==> src/rtl/wlk_pkg.sv <==
package wlk_pkg;

  // fixed widths of the configuration registers and of the word fields
  localparam int RANK_W    = 3;
  localparam int SIZES_W   = 48;
  localparam int STRIDES_W = 64;
  localparam int BASE_W    = 32;
  localparam int OFS_W     = 49;
  localparam int SPOS_W    = 34;
  localparam int CFG_W     = 64;
  localparam int CFG_IDX_W = 3;

  // configuration register indexes
  localparam logic [CFG_IDX_W-1:0] CFG_RANK      = 3'd0;
  localparam logic [CFG_IDX_W-1:0] CFG_SIZES     = 3'd1;
  localparam logic [CFG_IDX_W-1:0] CFG_STRIDES   = 3'd2;
  localparam logic [CFG_IDX_W-1:0] CFG_SBASE     = 3'd3;
  localparam logic [CFG_IDX_W-1:0] CFG_DBASE     = 3'd4;
  localparam logic [CFG_IDX_W-1:0] CFG_DIRECTION = 3'd5;

  // per-step control handed from the top level to every cell
  typedef struct packed {
    logic accept;   // step word taken this cycle
    logic restart;  // restart bit of that word
    logic emit;     // this step gives an address pair
    logic en1;      // first pipeline stage loads
    logic en2;      // second pipeline stage loads
  } wlk_ctl_t;

endpackage

==> src/rtl/wlk_cell.sv <==
module wlk_cell
  import wlk_pkg::*;
#(
  parameter int SIZE_BITS   = 12,
  parameter int STRIDE_BITS = 16
) (
  input  logic                             clk,
  input  logic                             rst,
  input  wlk_ctl_t                         ctl,
  input  logic [SIZE_BITS-1:0]             size,
  input  logic [STRIDE_BITS-1:0]           stride,
  input  logic                             active,
  input  logic                             carry_in,
  output logic                             carry_out,
  output logic                             zero_size,
  output logic [SIZE_BITS+STRIDE_BITS-1:0] prod
);

  localparam int PROD_W = SIZE_BITS + STRIDE_BITS;

  logic [SIZE_BITS-1:0] idx;
  logic [SIZE_BITS-1:0] idx_eff;
  logic [SIZE_BITS-1:0] idx_inc;
  logic [SIZE_BITS-1:0] idx_next;
  logic [SIZE_BITS-1:0] idx1;
  logic                 wrap;

  // odometer digit: increment on carry, wrap at or past the size
  always_comb begin
    idx_eff  = ctl.restart ? '0 : idx;
    idx_inc  = idx_eff + SIZE_BITS'(1);
    wrap     = (idx_inc == '0) || (idx_inc >= size);
    idx_next = idx_eff;
    if (ctl.emit && active && carry_in) begin
      idx_next = wrap ? '0 : idx_inc;
    end
  end

  // an inactive axis passes the carry straight on
  assign carry_out = active ? (carry_in & wrap) : carry_in;
  assign zero_size = active && (size == '0);

  always_ff @(posedge clk) begin
    if (rst) begin
      idx <= '0;
    end else if (ctl.accept) begin
      idx <= idx_next;
    end
  end

  // index snapshot, then index * stride one stage later
  always_ff @(posedge clk) begin
    if (ctl.en1) begin
      idx1 <= idx_eff;
    end
    if (ctl.en2) begin
      prod <= active ? (PROD_W'(idx1) * PROD_W'(stride)) : '0;
    end
  end

endmodule

==> config.mk <==
export PLATFORM = sky130hd
export DESIGN_NAME = wlk_cell
export DESIGN_NICKNAME = d
export VERILOG_FILES = /design/src/rtl/wlk_pkg.sv /design/src/rtl/wlk_cell.sv
export SDC_FILE = /design/constraint.sdc
export NUM_CORES = 1
export LEC_CHECK = 0
export ABC_AREA = 1
export BUFFER_PORTS_ARGS = -buffer_cell sky130_fd_sc_hd__buf_2
export CORE_MARGIN = 2
export CORE_UTILIZATION = 60
export CTS_CLUSTER_SIZE = 40
export DETAILED_ROUTE_END_ITERATION = 10
export PLACE_DENSITY = 0.83
export SLEW_MARGIN = 0
export SYNTH_ARGS = -nofsm -noshare
export SYNTH_HDL_FRONTEND = slang
export SYNTH_SLANG_ARGS = --single-unit
==> constraint.sdc <==
create_clock -name clk -period 7.4 [get_ports clk]
set_input_delay 1.48 -clock clk [delete_from_list [all_inputs] [get_ports clk]]
set_output_delay 1.48 -clock clk [all_outputs]
set_load 0.02 [all_outputs]
# Word level (Yosys, flattened, before mapping)
# Cells that the tools add are included.
[word_totals]
register_bits = 52
wordCells = 17
[op_classes]
n_addsub = 1
n_mul = 1
order_cmp = 1
n_mux = 4
bitwise_logic = 1
n_reduce_logical = 6
[ops]
columns = ["cell", "n"]
rows = [
  ["12-bit 2-to-1 mux", 3],
  ["12-bit by 16-bit multiplier with 28-bit output", 1],
  ["12-bit logical NOT", 2],
  ["12-bit by 1-bit adder with 12-bit output, second input constant", 1],
  ["12-bit >= comparator", 1],
  ["1-bit logical AND", 3],
  ["1-bit bitwise AND", 1],
  ["1-bit logical OR", 1],
  ["1-bit 2-to-1 mux", 1],
]

# Longest topological paths before layout
[logic_depth]
word_depth = 6
mapped_depth = 24
mapped_depth_nobuf = 22

# Least setup slack after synthesis
# No wires, ideal clock.
[synth_timing]
path_kind = "input to register"
startpoint = "input port stride[6]"
endpoint = "register prod[21] (data pin)"
setup_ns = 0.261
arrival_ns = 5.655
required_ns = 7.139
path_slack_ns = 1.484
stages = 18
path_cell_list = "clkbuf_1 nand2_1 fa_1 inv_1 fa_1 fa_1 fa_1 inv_1 fa_1 inv_1 ha_1 a21oi_1 a21boi_0 o21bai_1 a21oi_1 o21ai_0 o21ai_0 a21oi_1"
[synth_via]
elab_chain_cells = 1
[synth_lines]
columns = ["item", "line_no", "rtl"]
rows = [
  ["start: declaration", "wlk_cell.sv:11", "input logic [STRIDE_BITS-1:0] stride,"],
  ["12-bit by 16-bit multiplier with 28-bit output", "wlk_cell.sv:57", "prod <= active ? (PROD_W'(idx1) * PROD_W'(stride)) : '0;"],
  ["end signal: assignment", "wlk_cell.sv:57", ""],
  ["end: declaration", "wlk_cell.sv:16", "output logic [SIZE_BITS+STRIDE_BITS-1:0] prod"],
]
# Every way passes these cells.
# A chain may end at the register's enable or synchronous reset.

# Final worst setup path
[layout_timing]
startpoint = "input port stride[9]"
endpoint = "register prod[21] (data pin)"
# Same word-level chain as after synthesis.

==> flow_summary.ini <==
[die]
start_util_pct = 60.7
io_pins = 67
core_area_um2 = 15000
die_x_um = 127
rows = 45
dieArea_um2 = 16200
die_y_um = 127

[timing]
finalSetupViolations = 0
hold_viol = 0
fmax_mhz = 161
relSlewSlack_pct = 50.5
min_period_ns = 6.21
rsz0062_at_grt = no
finalMaxSlewViolations = 0
skew_ns = 0.00472
fin_setup_tns_ns = 0
period_share_pct = 84.0
holdWs_ns = 0.504
worst_slew_pin_slew_ns = 0.743

[clock_tree]
cts_resized = 0
cts.sinks = 52
cts_buffers = 5
htreeDepth = 2
holdBufCountCts = 0
post_cts_buffers = 0
clk_latency_ns = 0.30
cts_tree = built
cts_buffer_depth = 2
clk_pin_slew_worst_paths_ns = 0.07
root_buffer = clkbuf_16

[place]
gp_congestion = 0.936
dp_hpwl_mm = 17.3
dp_cells = 1386
io_buffers = 66
dpl_cell_area_um2 = 9470

[power]
p_leak_uw = 0.00548
peakVddDrop_uv = 358
p_per_area_nw_per_um2 = 279

[finish]
multi_input_area_um2 = 6210
instances_no_fill = 1394
nets = 1461
drive_above_1_share_pct = 9.12
ff_latch_area_um2 = 1440
final_area_um2 = 9640
syn2layout_area_growth_pct = 5.69
diodes = 0
num-fill-cells = 1283
final_util_pct = 64.1

[grt]
grt_antenna_before_repair = 0
overflow = 0
grt_pass1_wl_mm = 37.4
grt_pass1_vias = 7662
grt_max_degree = 29
grt.total_usage_pct = 28.8

[critical_path]
critPathArrivalTime_ns = 6.24
critical_path_class = input port to flop
crit_required_ns = 7.43
r2r_cells = 17
cp_max_fo = 12
slowest_delay_ns = 0.53
crit_top_cell = fa_1
cp_slowest_cell = fa_1
crit_chain = buf_2 -> nand2_1 -> fa_1 -> fa_1 -> inv_1 -> fa_1 -> fa_1 -> inv_1 -> fa_1 -> inv_1 -> ha_1 -> a21oi_1 -> a21boi_0 -> o21bai_1 -> a21oi_1 -> o21ai_0 -> o21ai_0 -> a21oi_1
crit_path_end_kind = flop
startpoint_type = input port

[logic_synthesis]
synth_top_cells_by_count = 330 x inv_1, 280 x nand2_1, 140 x fa_1
yosysWarningCount = 0
ys_seq_elements = 52
synth_cell_type_count = 34
syn_inst = 1182
ys.flop_type = edfxtp_1
syn_area_um2 = 9120
seq_area_frac_synth_pct = 15.8
synthTopCellsByArea = fa_1 31%, inv_1 14%, edfxtp_1 13%
synth_top_area_share_pct = 30.7
yosysTopAreaCell = fa_1
synth_nets = 1438
synth_edf_count = 40
synth.avg_cell_area_um2 = 7.72
async_flop_share_pct = 0
synth.most_common_cell = inv_1

[drt]
firstDrtPassIters = 7
via_per_inst = 5.38
vias = 7495
wl_per_cell_um = 15.4
drtAntennaViolNets = 0
routed_wl_mm = 21.5
drc = 0
drt_iter0_markers = 582

[min_path]
min_path_cells = 2
hp-class = flop to flop

[outcome]
status = finished clean

[job]
drv_cap = 0
worst max-delay path: cells and delay by family:
| kind | cells | cell delay, ns |
|---|---|---|
| buffers and inverters | 4 | 0.41 |
| and+or+nand+nor | 1 | 0.12 |
| AOI/OAI and AO/OA | 7 | 1.28 |
| adders and majority gates | 6 | 2.92 |
area by class of cell:
type / instances / share of cell area, %
flip-flops and latches: 52 / 15.0
multi-input cells: 747 / 64.4
clock buffers: 6 / 1.56
well taps: 188 / 2.44
clock inverters: 2 / 0.169
inverters: 333 / 13.1
repair buffers: 66 / 3.43
routing by layer:
layer	part of all wire [%]	track usage, %	vias up
met5	0	0	-
met4	1.2	6.85	0
met3	8.5	4.86	29
met2	46	45.2	348
met1	44	42.4	3568
li1	-	-	3550
flip-flops by register name, indices dropped and copies added (netlist names):
| register | cells |
|---|---|
| prod | 28 |
| idx1 | 12 |
| idx | 12 |
stage by stage:
stage / worst slack, ns / power [µW]
6_report: 1.19 / 2690
5_1_grt: 0.939 / 3010
4_1_cts: 1.29 / 2680
3_5_place_dp: 1.09 / 2380
3_3_place_gp: 1.08 / 2360
2_1_floorplan: 1.48 / 1890
report_power, final:
part / internal (µW) / switching, µW / total, µW
clock: 147 / 112 / 259
combinational: 694 / 1280 / 1980
sequential: 416 / 41.2 / 457
cells by family (layout without fill, tap and decap cells):
group           count (synthesis)  count (layout)  synth area share (%)
compound gates                137             137                  8.30
fa+ha+maj                     219             219                  41.6
flops                          52              52                  15.8
buf+inv                       383             407                  16.1
simple gates                  389             389                  18.0
xor+xnor                        2               2                 0.192
worst paths after layout:
check	to	slack, ns	startpoint
worst max-delay path	prod[21]	1.19	stride[9]
worst min-delay path	idx[0]	0.50	idx[0]
worst max register to register	prod[21]	1.74	idx1[6]
worst min register to register	idx[0]	0.50	idx[0]
cell usage in the layout (no fill, tap or decap), drive strengths merged, types with 3 or more instances in the layout:
cell type,instances
clkbuf,6
nand2,292
dfxtp,12
edfxtp,40
a21oi,75
ha,79
o21bai,4
nand4,10
nor2,50
nor4,3
nand3,28
fa,140
inv,334
o21ai,47
nor3,5
buf,66
Power figures use the tool's default switching activity.
